===== config.mk =====
export PLATFORM = sky130hd
export DESIGN_NAME = socks5_client_handshake
export DESIGN_NICKNAME = d
export VERILOG_FILES = /design/src/hw/rtl/s5h_pkg.sv /design/src/hw/rtl/s5h_name_mem.sv /design/src/hw/rtl/s5h_ctrl.sv /design/src/hw/rtl/s5h_out_buf.sv /design/src/hw/rtl/socks5_client_handshake.sv
export SDC_FILE = /design/constraint.sdc
export NUM_CORES = 2
export LEC_CHECK = 0
export ABC_CLOCK_PERIOD_IN_PS = 12500
export BUFFER_PORTS_ARGS = -buffer_cell sky130_fd_sc_hd__buf_4
export CAP_MARGIN = 20
export CORE_ASPECT_RATIO = 0.5
export CORE_MARGIN = 1.5
export CORE_UTILIZATION = 54
export DETAILED_ROUTE_END_ITERATION = 8
export PLACE_DENSITY = 0.7
export SLEW_MARGIN = 20
export SYNTH_ARGS = -nofsm -noshare
export SYNTH_HDL_FRONTEND = slang
export SYNTH_HIERARCHICAL = 1
export SYNTH_SLANG_ARGS = --single-unit

===== constraint.sdc =====
create_clock -name clk -period 12.5 [get_ports clk]
set_input_delay 2.5 -clock clk [delete_from_list [all_inputs] [get_ports clk]]
set_output_delay 2.5 -clock clk [all_outputs]
set_load 0.02 [all_outputs]

===== src/hw/rtl/s5h_pkg.sv =====
// s5h_pkg: types and constants shared by the SOCKS5 client handshake block.
// No dependencies.
`default_nettype none
package s5h_pkg;

  localparam logic [2:0] KIND_START   = 3'd0;
  localparam logic [2:0] KIND_RX_BYTE = 3'd1;
  localparam logic [2:0] KIND_TX_SLOT = 3'd2;
  localparam logic [2:0] KIND_TIMEOUT = 3'd3;
  localparam logic [2:0] KIND_LOAD    = 3'd4;

  localparam logic [1:0] ST_IDLE     = 2'd0;
  localparam logic [1:0] ST_PROGRESS = 2'd1;
  localparam logic [1:0] ST_COMPLETE = 2'd2;
  localparam logic [1:0] ST_FAILED   = 2'd3;

  localparam logic [2:0] FAIL_NONE        = 3'd0;
  localparam logic [2:0] FAIL_VERSION     = 3'd1;
  localparam logic [2:0] FAIL_METHOD      = 3'd2;
  localparam logic [2:0] FAIL_CONNECT     = 3'd3;
  localparam logic [2:0] FAIL_ADDR_TYPE   = 3'd4;
  localparam logic [2:0] FAIL_TIMEOUT     = 3'd5;

  localparam logic [0:0] CFG_DEST_PORT   = 1'd0;
  localparam logic [0:0] CFG_NAME_LENGTH = 1'd1;

  localparam logic [7:0] SOCKS_VER     = 8'h05;
  localparam logic [7:0] CMD_CONNECT   = 8'h01;
  localparam logic [7:0] BYTE_ZERO     = 8'h00;
  localparam logic [7:0] ATYP_IPV4     = 8'h01;
  localparam logic [7:0] ATYP_DOMAIN   = 8'h03;
  localparam logic [7:0] ATYP_IPV6     = 8'h04;

  typedef enum logic [2:0] {
    PH_IDLE,
    PH_HELLO,
    PH_WAIT_METH,
    PH_REQUEST,
    PH_WAIT_REPL,
    PH_DONE,
    PH_FAILED
  } phase_t;

  typedef struct packed {
    logic [2:0] kind;
    logic [7:0] data_byte;
    logic [7:0] name_index;
  } item_t;

  typedef struct packed {
    logic       tx_valid;
    logic [7:0] tx_byte;
    logic [1:0] status;
    logic [2:0] fail_reason;
  } result_t;

endpackage
`default_nettype wire


===== src/hw/rtl/s5h_name_mem.sv =====
// s5h_name_mem: domain name store, one write and one registered read port,
// with same-cycle write-to-read forwarding. Uses no package.
`default_nettype none
module s5h_name_mem #(
  parameter int DEPTH = 256,
  parameter int AW    = 8
) (
  input  wire logic          clk,
  input  wire logic          rst,
  input  wire logic          we,
  input  wire logic [AW-1:0] waddr,
  input  wire logic [7:0]    wdata,
  input  wire logic [AW-1:0] raddr,
  output logic      [7:0]    rdata
);

  logic [7:0] mem [DEPTH];
  logic [7:0] rd_q;
  logic [7:0] fwd_data;
  logic       fwd;

  always_ff @(posedge clk) begin
    if (we) begin
      mem[waddr] <= wdata;
    end
    rd_q     <= mem[raddr];
    fwd_data <= wdata;
  end

  always_ff @(posedge clk) begin
    if (rst) begin
      fwd <= 1'b0;
    end else begin
      fwd <= we && (waddr == raddr);
    end
  end

  assign rdata = fwd ? fwd_data : rd_q;

endmodule
`default_nettype wire


===== src/hw/rtl/s5h_ctrl.sv =====
// s5h_ctrl: handshake sequencer, configuration registers and per-transfer
// result. Depends on s5h_pkg; reads and writes s5h_name_mem.
`default_nettype none
module s5h_ctrl #(
  parameter int NAME_DEPTH = 256,
  parameter int AW         = 8
) (
  input  wire logic            clk,
  input  wire logic            rst,
  input  wire logic            accept,
  input  wire s5h_pkg::item_t  item,
  input  wire logic            cfg_write,
  input  wire logic [0:0]      cfg_index,
  input  wire logic [15:0]     cfg_data,
  input  wire logic [7:0]      rd_data,
  output logic                 wr_en,
  output logic      [AW-1:0]   wr_addr,
  output logic      [7:0]      wr_data,
  output logic      [AW-1:0]   rd_addr,
  output s5h_pkg::result_t     result
);
  import s5h_pkg::*;

  phase_t     phase, phase_next;
  logic [8:0] tx_position, tx_position_next;
  logic [8:0] rx_count, rx_count_next;
  logic [8:0] tail_left, tail_left_next;
  logic       addr_domain, addr_domain_next;
  logic [2:0] cause, cause_next;
  logic [15:0] dest_port;
  logic [7:0]  name_length;

  logic [8:0] req_total;
  logic [8:0] tx_inc;
  logic [8:0] name_idx;
  logic [8:0] tail_dec;
  logic [7:0] req_byte;
  logic [7:0] hello_byte;

  assign req_total = 9'd7 + {1'b0, name_length};
  assign tx_inc    = tx_position + 9'd1;
  assign name_idx  = tx_position - 9'd5;
  assign tail_dec  = (tail_left != 9'd0) ? tail_left - 9'd1 : 9'd0;

  always_comb begin
    case (tx_position[1:0])
      2'd0:    hello_byte = SOCKS_VER;
      2'd1:    hello_byte = CMD_CONNECT;
      default: hello_byte = BYTE_ZERO;
    endcase
  end

  always_comb begin
    if (tx_position < 9'd4) begin
      case (tx_position[1:0])
        2'd0:    req_byte = SOCKS_VER;
        2'd1:    req_byte = CMD_CONNECT;
        2'd2:    req_byte = BYTE_ZERO;
        default: req_byte = ATYP_DOMAIN;
      endcase
    end else if (tx_position == 9'd4) begin
      req_byte = name_length;
    end else if (tx_position < req_total - 9'd2) begin
      req_byte = (name_idx < 9'(NAME_DEPTH)) ? rd_data : BYTE_ZERO;
    end else if (tx_position == req_total - 9'd2) begin
      req_byte = dest_port[15:8];
    end else begin
      req_byte = dest_port[7:0];
    end
  end

  // next state
  always_comb begin
    phase_next       = phase;
    tx_position_next = tx_position;
    rx_count_next    = rx_count;
    tail_left_next   = tail_left;
    addr_domain_next = addr_domain;
    cause_next       = cause;
    if (accept) begin
      case (item.kind)
        KIND_START: begin
          phase_next       = PH_HELLO;
          tx_position_next = 9'd0;
          rx_count_next    = 9'd0;
          tail_left_next   = 9'd0;
          addr_domain_next = 1'b0;
          cause_next       = FAIL_NONE;
        end
        KIND_RX_BYTE: begin
          if (phase == PH_WAIT_METH) begin
            if (rx_count == 9'd0) begin
              if (item.data_byte != SOCKS_VER) begin
                phase_next = PH_FAILED;
                cause_next = FAIL_VERSION;
              end else begin
                rx_count_next = 9'd1;
              end
            end else if (item.data_byte != BYTE_ZERO) begin
              phase_next = PH_FAILED;
              cause_next = FAIL_METHOD;
            end else begin
              phase_next       = PH_REQUEST;
              tx_position_next = 9'd0;
              rx_count_next    = 9'd0;
            end
          end else if (phase == PH_WAIT_REPL) begin
            if (rx_count != 9'h1FF) begin
              rx_count_next = rx_count + 9'd1;
            end
            if (rx_count == 9'd0) begin
              if (item.data_byte != SOCKS_VER) begin
                phase_next = PH_FAILED;
                cause_next = FAIL_VERSION;
              end
            end else if (rx_count == 9'd1) begin
              if (item.data_byte != BYTE_ZERO) begin
                phase_next = PH_FAILED;
                cause_next = FAIL_CONNECT;
              end
            end else if (rx_count == 9'd2) begin
              // reserved byte
            end else if (rx_count == 9'd3) begin
              addr_domain_next = (item.data_byte == ATYP_DOMAIN);
              if (item.data_byte == ATYP_IPV4) begin
                tail_left_next = 9'd6;
              end else if (item.data_byte == ATYP_IPV6) begin
                tail_left_next = 9'd18;
              end else if (item.data_byte == ATYP_DOMAIN) begin
                tail_left_next = 9'd1;
              end else begin
                phase_next = PH_FAILED;
                cause_next = FAIL_ADDR_TYPE;
              end
            end else if (rx_count == 9'd4 && addr_domain) begin
              tail_left_next = {1'b0, item.data_byte} + 9'd2;
            end else begin
              tail_left_next = tail_dec;
              if (tail_dec == 9'd0) begin
                phase_next = PH_DONE;
              end
            end
          end
        end
        KIND_TX_SLOT: begin
          if (phase == PH_HELLO) begin
            tx_position_next = tx_inc;
            if (tx_inc >= 9'd3) begin
              phase_next       = PH_WAIT_METH;
              tx_position_next = 9'd0;
              rx_count_next    = 9'd0;
            end
          end else if (phase == PH_REQUEST) begin
            tx_position_next = tx_inc;
            if (tx_inc >= req_total) begin
              phase_next       = PH_WAIT_REPL;
              tx_position_next = 9'd0;
              rx_count_next    = 9'd0;
              tail_left_next   = 9'd0;
              addr_domain_next = 1'b0;
            end
          end
        end
        KIND_TIMEOUT: begin
          if (phase == PH_HELLO || phase == PH_WAIT_METH ||
              phase == PH_REQUEST || phase == PH_WAIT_REPL) begin
            phase_next = PH_FAILED;
            cause_next = FAIL_TIMEOUT;
          end
        end
        default: begin
        end
      endcase
    end
  end

  // outputs
  always_comb begin
    result = '0;
    if (item.kind == KIND_TX_SLOT && phase == PH_HELLO) begin
      result.tx_valid = 1'b1;
      result.tx_byte  = hello_byte;
    end else if (item.kind == KIND_TX_SLOT && phase == PH_REQUEST) begin
      result.tx_valid = 1'b1;
      result.tx_byte  = req_byte;
    end
    case (phase_next)
      PH_IDLE:   result.status = ST_IDLE;
      PH_DONE:   result.status = ST_COMPLETE;
      PH_FAILED: begin
        result.status      = ST_FAILED;
        result.fail_reason = cause_next;
      end
      default:   result.status = ST_PROGRESS;
    endcase
  end

  // prefetch the name byte for the position the next transfer will see
  assign rd_addr = AW'(tx_position_next - 9'd5);
  assign wr_en   = accept && (item.kind == KIND_LOAD) &&
                   ({1'b0, item.name_index} < 9'(NAME_DEPTH));
  assign wr_addr = AW'(item.name_index);
  assign wr_data = item.data_byte;

  always_ff @(posedge clk) begin
    if (rst) begin
      phase       <= PH_IDLE;
      tx_position <= 9'd0;
      rx_count    <= 9'd0;
      tail_left   <= 9'd0;
      addr_domain <= 1'b0;
      cause       <= FAIL_NONE;
      dest_port   <= 16'd0;
      name_length <= 8'd0;
    end else begin
      phase       <= phase_next;
      tx_position <= tx_position_next;
      rx_count    <= rx_count_next;
      tail_left   <= tail_left_next;
      addr_domain <= addr_domain_next;
      cause       <= cause_next;
      if (cfg_write) begin
        case (cfg_index)
          CFG_DEST_PORT:   dest_port   <= cfg_data;
          CFG_NAME_LENGTH: name_length <= cfg_data[7:0];
          default: begin
          end
        endcase
      end
    end
  end

endmodule
`default_nettype wire


===== src/hw/rtl/s5h_out_buf.sv =====
// s5h_out_buf: two-entry result buffer (output register plus skid) between
// the sequencer and the result channel. Depends on s5h_pkg.
`default_nettype none
module s5h_out_buf (
  input  wire logic             clk,
  input  wire logic             rst,
  input  wire logic             push,
  input  wire s5h_pkg::result_t push_data,
  output logic                  can_push,
  output logic                  out_valid,
  input  wire logic             out_ready,
  output s5h_pkg::result_t      out_data
);
  import s5h_pkg::*;

  result_t skid_data;
  logic    skid_valid;
  logic    pop;

  assign can_push = !skid_valid;
  assign pop      = out_valid && out_ready;

  always_ff @(posedge clk) begin
    if (rst) begin
      out_valid  <= 1'b0;
      skid_valid <= 1'b0;
    end else if (pop) begin
      if (skid_valid) begin
        out_data   <= skid_data;
        skid_valid <= 1'b0;
      end else if (push) begin
        out_data <= push_data;
      end else begin
        out_valid <= 1'b0;
      end
    end else if (push) begin
      if (!out_valid) begin
        out_data  <= push_data;
        out_valid <= 1'b1;
      end else begin
        skid_data  <= push_data;
        skid_valid <= 1'b1;
      end
    end
  end

endmodule
`default_nettype wire


===== src/hw/rtl/socks5_client_handshake.sv =====
// socks5_client_handshake: top level of the SOCKS5 no-auth CONNECT client.
// Depends on s5h_pkg, s5h_name_mem, s5h_ctrl, s5h_out_buf.
//
//   channel  | handshake             | payload
//   ---------+-----------------------+-----------------------------------------
//   input    | in_valid / in_ready   | kind, data_byte, name_index
//   result   | out_valid / out_ready | tx_valid, tx_byte, status, fail_reason
//   config   | cfg_write             | cfg_index, cfg_data
//
// One transfer per cycle while in_ready is high; each result is registered before
// it shows. The name byte for the next transmit slot is prefetched from the name
// memory's single read port while the current transfer is taken.
// Reset is synchronous and clears all control state; the name memory is not
// cleared. A stalled result channel holds up to two results before in_ready drops.
`default_nettype none
module socks5_client_handshake #(
  parameter int NAME_DEPTH = 256
) (
  input  wire logic        clk,
  input  wire logic        rst,
  input  wire logic        in_valid,
  output logic             in_ready,
  input  wire logic [2:0]  kind,
  input  wire logic [7:0]  data_byte,
  input  wire logic [7:0]  name_index,
  output logic             out_valid,
  input  wire logic        out_ready,
  output logic             tx_valid,
  output logic      [7:0]  tx_byte,
  output logic      [1:0]  status,
  output logic      [2:0]  fail_reason,
  input  wire logic        cfg_write,
  input  wire logic [0:0]  cfg_index,
  input  wire logic [15:0] cfg_data
);
  import s5h_pkg::*;

  localparam int AW = (NAME_DEPTH > 1) ? $clog2(NAME_DEPTH) : 1;

  item_t          item;
  result_t        step_res;
  result_t        out_res;
  logic           accept;
  logic           wr_en;
  logic [AW-1:0]  wr_addr;
  logic [7:0]     wr_data;
  logic [AW-1:0]  rd_addr;
  logic [7:0]     rd_data;

  assign item   = '{kind: kind, data_byte: data_byte, name_index: name_index};
  assign accept = in_valid && in_ready;

  s5h_name_mem #(.DEPTH(NAME_DEPTH), .AW(AW)) u_mem (
    .clk   (clk),
    .rst   (rst),
    .we    (wr_en),
    .waddr (wr_addr),
    .wdata (wr_data),
    .raddr (rd_addr),
    .rdata (rd_data)
  );

  s5h_ctrl #(.NAME_DEPTH(NAME_DEPTH), .AW(AW)) u_ctrl (
    .clk       (clk),
    .rst       (rst),
    .accept    (accept),
    .item      (item),
    .cfg_write (cfg_write),
    .cfg_index (cfg_index),
    .cfg_data  (cfg_data),
    .rd_data   (rd_data),
    .wr_en     (wr_en),
    .wr_addr   (wr_addr),
    .wr_data   (wr_data),
    .rd_addr   (rd_addr),
    .result    (step_res)
  );

  s5h_out_buf u_out (
    .clk       (clk),
    .rst       (rst),
    .push      (accept),
    .push_data (step_res),
    .can_push  (in_ready),
    .out_valid (out_valid),
    .out_ready (out_ready),
    .out_data  (out_res)
  );

  assign tx_valid    = out_res.tx_valid;
  assign tx_byte     = out_res.tx_byte;
  assign status      = out_res.status;
  assign fail_reason = out_res.fail_reason;

endmodule
`default_nettype wire


### Word level (Yosys, flattened, before mapping)

Memories as Yosys holds them, arrays and structs flattened. A register that Yosys moved wholly into a read port is not among the register bits.
Index checks and enable logic that the tools add are counted.

| storage, ports and cells | value |
|---|---|
| output and inout bits | 16 |
| register bits after elaboration | 97 |
| RAM bits | 2048 |
| memories kept | 1 |

Memories:

| memory | depth | width | read ports | clocked after Yosys merged registers in | write ports | RTL line | text |
|---|---|---|---|---|---|---|---|
| u_mem.mem | 256 | 8 | 1 | 1 | 1 | s5h_name_mem.sv:17 | `logic [7:0] mem [DEPTH];` |

| operators by class | value |
|---|---|
| reduce and logical (&&, ||, !) cells | 31 |
| bitwise operators | 3 |
| equal/unequal tests | 44 |
| magnitude comparators | 5 |
| $add $sub $neg | 8 |
| muxes and demuxes | 104 |

Operator list:

| cell | count |
|---|---|
| 9-bit 2-to-1 mux | 32 |
| 3-bit 2-to-1 mux | 37 |
| 9-bit case mux with 3 select lines | 3 |
| 14-bit 2-to-1 mux | 5 |
| 8-bit 2-to-1 mux | 6 |
| 11-bit AND reduction | 2 |
| 9-bit by 1-bit adder with 9-bit output (second input constant) | 2 |
| 9-bit by 2-bit equality test with 1-bit output (second input constant) | 2 |
| 9-bit by 3-bit equality test with 1-bit output (second input constant) | 2 |
| 9-bit logical NOT | 2 |
| 3-bit case mux with 3 select lines | 2 |
| 2-bit != test (second input constant) | 8 |
| 1-bit 2-to-1 mux | 15 |
| 3-bit by 2-bit equality test with 1-bit output (second input constant) | 4 |
| 3-bit equality test (second input constant) | 4 |
| 3-bit by 1-bit != test with 1-bit output (second input constant) | 4 |
| 3-bit case mux with 4 select lines | 1 |
| 3-bit by 8-bit adder with 9-bit output (first input constant) | 1 |
| 8-bit by 2-bit adder with 9-bit output (second input constant) | 1 |
| 9-bit by 1-bit equality test with 1-bit output (second input constant) | 1 |
| 9-bit equality test | 1 |
| 9-bit by 2-bit greater-or-equal comparator with 1-bit output (second input constant) | 1 |
| 9-bit greater-or-equal comparator | 1 |
| 9-bit by 3-bit less-than comparator with 1-bit output (second input constant) | 1 |
| other kinds (38) | 57 |

### Depth between registers and ports, before layout

| depth | value |
|---|---|
| depth in word-level cells | 18 |
| gate-level depth with buffers | 23 |
| mapped depth without buffers | 19 |

### Modules after synthesis

The synthesis kept the hierarchy.

By module, submodules not included:

| module | area each (um2) | cells each | instances | seq. area each (um2) |
|---|---|---|---|---|
| s5h_name_mem | 80116.8 | 3816 | 1 | 61839.3 |
| s5h_ctrl | 5449.0 | 740 | 1 | 1161.1 |
| s5h_out_buf | 1153.6 | 56 | 1 | 880.8 |
| socks5_client_handshake | 6.3 | 1 | 1 | 0.0 |

### Worst setup path after synthesis

Ideal clock, no wire load.

| timing path | value |
|---|---|
| path kind | input -> register |
| start point | input port in_valid |
| end point | register u_mem.rd_q[4] (read register of u_mem.mem) |
| arrival | 6.021 ns |
| library setup time | 0.124 ns |
| stages on the path | 17 |
| slack | 6.355 ns |
| required time | 12.376 ns |
| path through | and2_1 -> nand2b_1 -> a211oi_1 -> a41oi_1 -> and2_0 -> nor3_1 -> ha_1 -> o21ai_0 -> xor2_1 -> buf_2 -> nor3b_1 -> clkbuf_1 -> o221ai_1 -> a21oi_1 -> nor3_1 -> nor4_1 -> nor3_1 |

| between the ends | value |
|---|---|
| word-level cells in the longest chain between the ends | 3 |

RTL lines:

| item | RTL line | text |
|---|---|---|
| from (decl) | socks5_client_handshake.sv:21 | `input wire logic in_valid,` |
| 1-bit logical AND | socks5_client_handshake.sv:51 | `assign accept = in_valid && in_ready;` |
| 9-bit 2-to-1 mux | s5h_ctrl.sv:80 | `if (accept) begin` |
| 8-bit by 3-bit subtractor with 8-bit output | s5h_ctrl.sv:199 | `assign rd_addr = AW'(tx_position_next - 9'd5);` |
| net rd_addr[0] | socks5_client_handshake.sv:47 | `logic [AW-1:0] rd_addr;` |
| to (decl) | s5h_name_mem.sv:18 | `logic [7:0] rd_q;` |

The timed path passes the listed nets, and every way through them passes these cells.
A chain may end at the register's enable or synchronous reset.

### Final worst setup path

| timing path | value |
|---|---|
| start point | input port data_byte[7] |
| end point | register u_mem.rd_q[1] (read register of u_mem.mem) |

| between the ends | value |
|---|---|
| word-level cells in the longest chain between the ends | 7 |

RTL lines:

| item | RTL line | text |
|---|---|---|
| from (decl) | socks5_client_handshake.sv:24 | `input wire logic [7:0] data_byte,` |
| 8-bit nonzero test | s5h_ctrl.sv:99 | `end else if (item.data_byte != BYTE_ZERO) begin` |
| 9-bit 2-to-1 mux | s5h_ctrl.sv:99 |  |
| 9-bit 2-to-1 mux | s5h_ctrl.sv:92 | `if (rx_count == 9'd0) begin` |
| 9-bit 2-to-1 mux | s5h_ctrl.sv:91 | `if (phase == PH_WAIT_METH) begin` |
| 9-bit case mux with 3 select lines | s5h_ctrl.sv:81 | `case (item.kind)` |
| 9-bit 2-to-1 mux | s5h_ctrl.sv:80 |  |
| 8-bit by 3-bit subtractor with 8-bit output | s5h_ctrl.sv:199 |  |
| net rd_addr[0] | socks5_client_handshake.sv:47 |  |

The timed path passes the listed nets, and every way through them passes these cells.

==> summary.md <==
| Metric | Value |
|---|---|
| Fin. Hold Viols | 0 |
| Kind of critical path | primary input to register |
| Slew Viols, Final | 0 |
| Hold path depth | 2 |
| RSZ-0062 raised after global routing | false |
| Slew HR | 15.9% |
| CTS clock-pin slew for the worst setup and hold paths | 0.06 ns |
| Post-detail-place hpwl | 130000 microns |
| # rows | 103 |
| Syn_area_per_cell | 18.8 sq um |
| Initial antenna violation count | 8 |
| Root Buffer | clkbuf_16 |
| Worst hold-check path type | register to register |
| Tmin final | 8.33 ns |
| N_diodes | 0 |
| Die ar. | 163000 sq um |
| PD cells | 148 nW/um^2 |
| Most frequent cells in the layout | 2076 x edfxtp_1, 430 x mux4_2, 349 x nor2_1 |
| Max Cap Viol | 0 |
| Worst EP required | 13.13 ns |
| Fillers | 11000 |
| Vias in the first global route | 44600 |
| Skew final | 0.0186 ns |
| Total Power | 14100 uW |
| Crit start category | primary input |
| Yosys top cell area share | 71.9% |
| # resized after CTS | 0 |
| Iter 0 DRT Violations | 6921 |
| Post-route DRC | 0 |
| Synth top area cells | edfxtp_1 72%, mux4_2 11%, mux2i_1 2.1% |
| Drt wl/cell | 30.5 microns |
| Dominant synthesized flop cell | edfxtp_1 |
| Largest net degree at the start of global routing | 172 |
| CORE AREA | 159000 sq um |
| First-pass GRT wire length | 308000 microns |
| Reg2Reg Setup Slack | 4.60 ns |
| Mapped Area | 86700 sq um |
| Commonest non-fill, non-tap cell in the layout | edfxtp_1 |
| H-tree lvl count | 4 |
| #FFs+latches synth | 2153 |
| Finished Core Util | 60.0% |
| Via count | 46100 |
| Net count after synthesis | 4689 |
| DR pass1 iterations | 6 |
| CTS Hold Bufs | 0 |
| Leakage power | 0.0310 uW |
| Critical Path AT | 8.96 ns |
| Post-synthesis cell count | 4613 |
| Detail Route Antenna Nets | 0 |
| PortBufs | 56 |
| Die height | 286 microns |
| Max IR drop VDD | 0.119 mV |
| Max clock buf depth | 3 |
| Worst r2r path cells | 19 |
| CTS Sinks | 2153 |
| Effective utilization at floorplan | 54.7% |
| Register area | 63900 sq um |
| Grt total ovfl | 0 |
| FFs w/ async S/R, synth | 0% |
| Total Nets Final | 4706 |
| Synthesis-to-layout area growth | 9.75% |
| Seq/Total Area, Yosys | 73.7% |
| CTS tree | built |
| Slew @ Worst Pin | 1.25 ns |
| Placer congestion estimate | 0.913 |
| Cts bufs inserted | 182 |
| Area of the multi-input gates | 21100 sq um |
| Post-synth EDFFs | 2076 |
| Die Width | 570 microns |
| Yosys warnings | 6 |
| Status | complete, no violations |
| Number of setup buffers added after CTS | 0 |
| CP max FO | 129 |
| Share of layout cells above drive strength 1 | 19.5% |
| Crit end category | register |
| Ports | 57 |
| Cell taking the most area after synthesis | edfxtp_1 |
| Distinct cells, synth | 97 |
| DRT Wirelength | 211000 microns |
| Max Fclk | 120 MHz |
| Vias/cell | 6.65 |
| Finish-stage setup viols | 0 |
| Final setup TNS | 0 ns |
| Hold WS | 0.460 ns |
| Fin crit share | 66.7% |
| Clk_lat worst skew | 0.81 ns |
| Overall Global Routing Usage | 26.0% |
[synthesized netlist by cell type, drive strengths merged (50+ instances only)]
cell type     n
a21oi       147
mux4        435
edfxtp     2076
clkbuf      138
buf         161
nand2       136
nand3        87
mux2i       180
dfxtp        77
o22ai        50
a22oi       123
nor2        353
[area by class of cell]
cell class | instances | area share, %
sequential | 2153 | 67.1
multi-input combinational | 2131 | 22.1
clock buffer | 212 | 4.99
tap | 2152 | 2.83
clock inverter | 126 | 1.49
timing repair buffer | 132 | 1.32
inverter | 30 | 0.126
[sequential cells by signal, indices dropped and copies added (netlist names), 9 cells and up]
register            flops
u_ctrl/dest_port       16
u_ctrl/rx_count         9
u_ctrl/tail_left        9
u_ctrl/tx_position      9
u_mem/mem            2048
u_out/out_data         14
u_out/skid_data        14
[where the power goes]
part,leakage [uW],total [uW],internal (uW),switching [uW]
Sequential,0.0193,7910,7910,5.84
Combinational,0.00867,245,49.3,196
Clock,0.00301,5900,3350,2550
Total,0.0310,14100,11300,2750
[path summary, 6_finish.rpt]
check                                    from                                to
max                              data_byte[7]             u_mem/rd_q[1]$_DFF_P_
min reg2reg  u_ctrl/dest_port[5]$_SDFFE_PP0P_  u_ctrl/dest_port[5]$_SDFFE_PP0P_
max reg2reg  u_ctrl/tx_position[1]$_SDFF_PP0_             u_mem/rd_q[1]$_DFF_P_
min          u_ctrl/dest_port[5]$_SDFFE_PP0P_  u_ctrl/dest_port[5]$_SDFFE_PP0P_
[routing by layer]
layer / GRT usage, % / vias to the layer above / share of wire (%)
met1: 38.9 / 24100 / 40
met5: 0 / - / 0.0061
met2: 39.4 / 2749 / 46
met3: 5.67 / 283 / 12
li1: - / 18900 / -
met4: 6.24 / 2 / 2.2
[cell families after synthesis]
| family | synth area share [%] |
|---|---|
| adders and majority gates | 0.505 |
| DFF | 73.7 |
| buffers and inverters | 2.29 |
| and+or+nand+nor | 4.47 |
| xor gates and xnor gates | 0.414 |
| muxes | 13.9 |
| AOI/OAI and AO/OA | 4.76 |
[through the flow]
step	std cells	cell area (sq um)	worst slack, ns
floorplan	4613	86700	6.36
global placement	6590	88800	3.21
detailed placement	6596	89000	3.47
CTS	6934	95100	4.33
global route	6936	95200	3.87
finish	6936	95200	4.17
[critical path, stage by stage]
cell,delay [ns]
clkbuf_8,0.36
nor4_1,0.40
and2_1,0.25
a41oi_1,0.25
and2_0,0.28
nor3_2,0.22
buf_12,0.47
ha_1,0.40
inv_8,0.51
buf_12,0.43
or2_2,0.75
o221ai_1,0.31
o21ai_0,0.23
a21oi_1,0.10
nor4_1,1.07
nor4_1,0.10
Power figures use the tool's default switching activity.
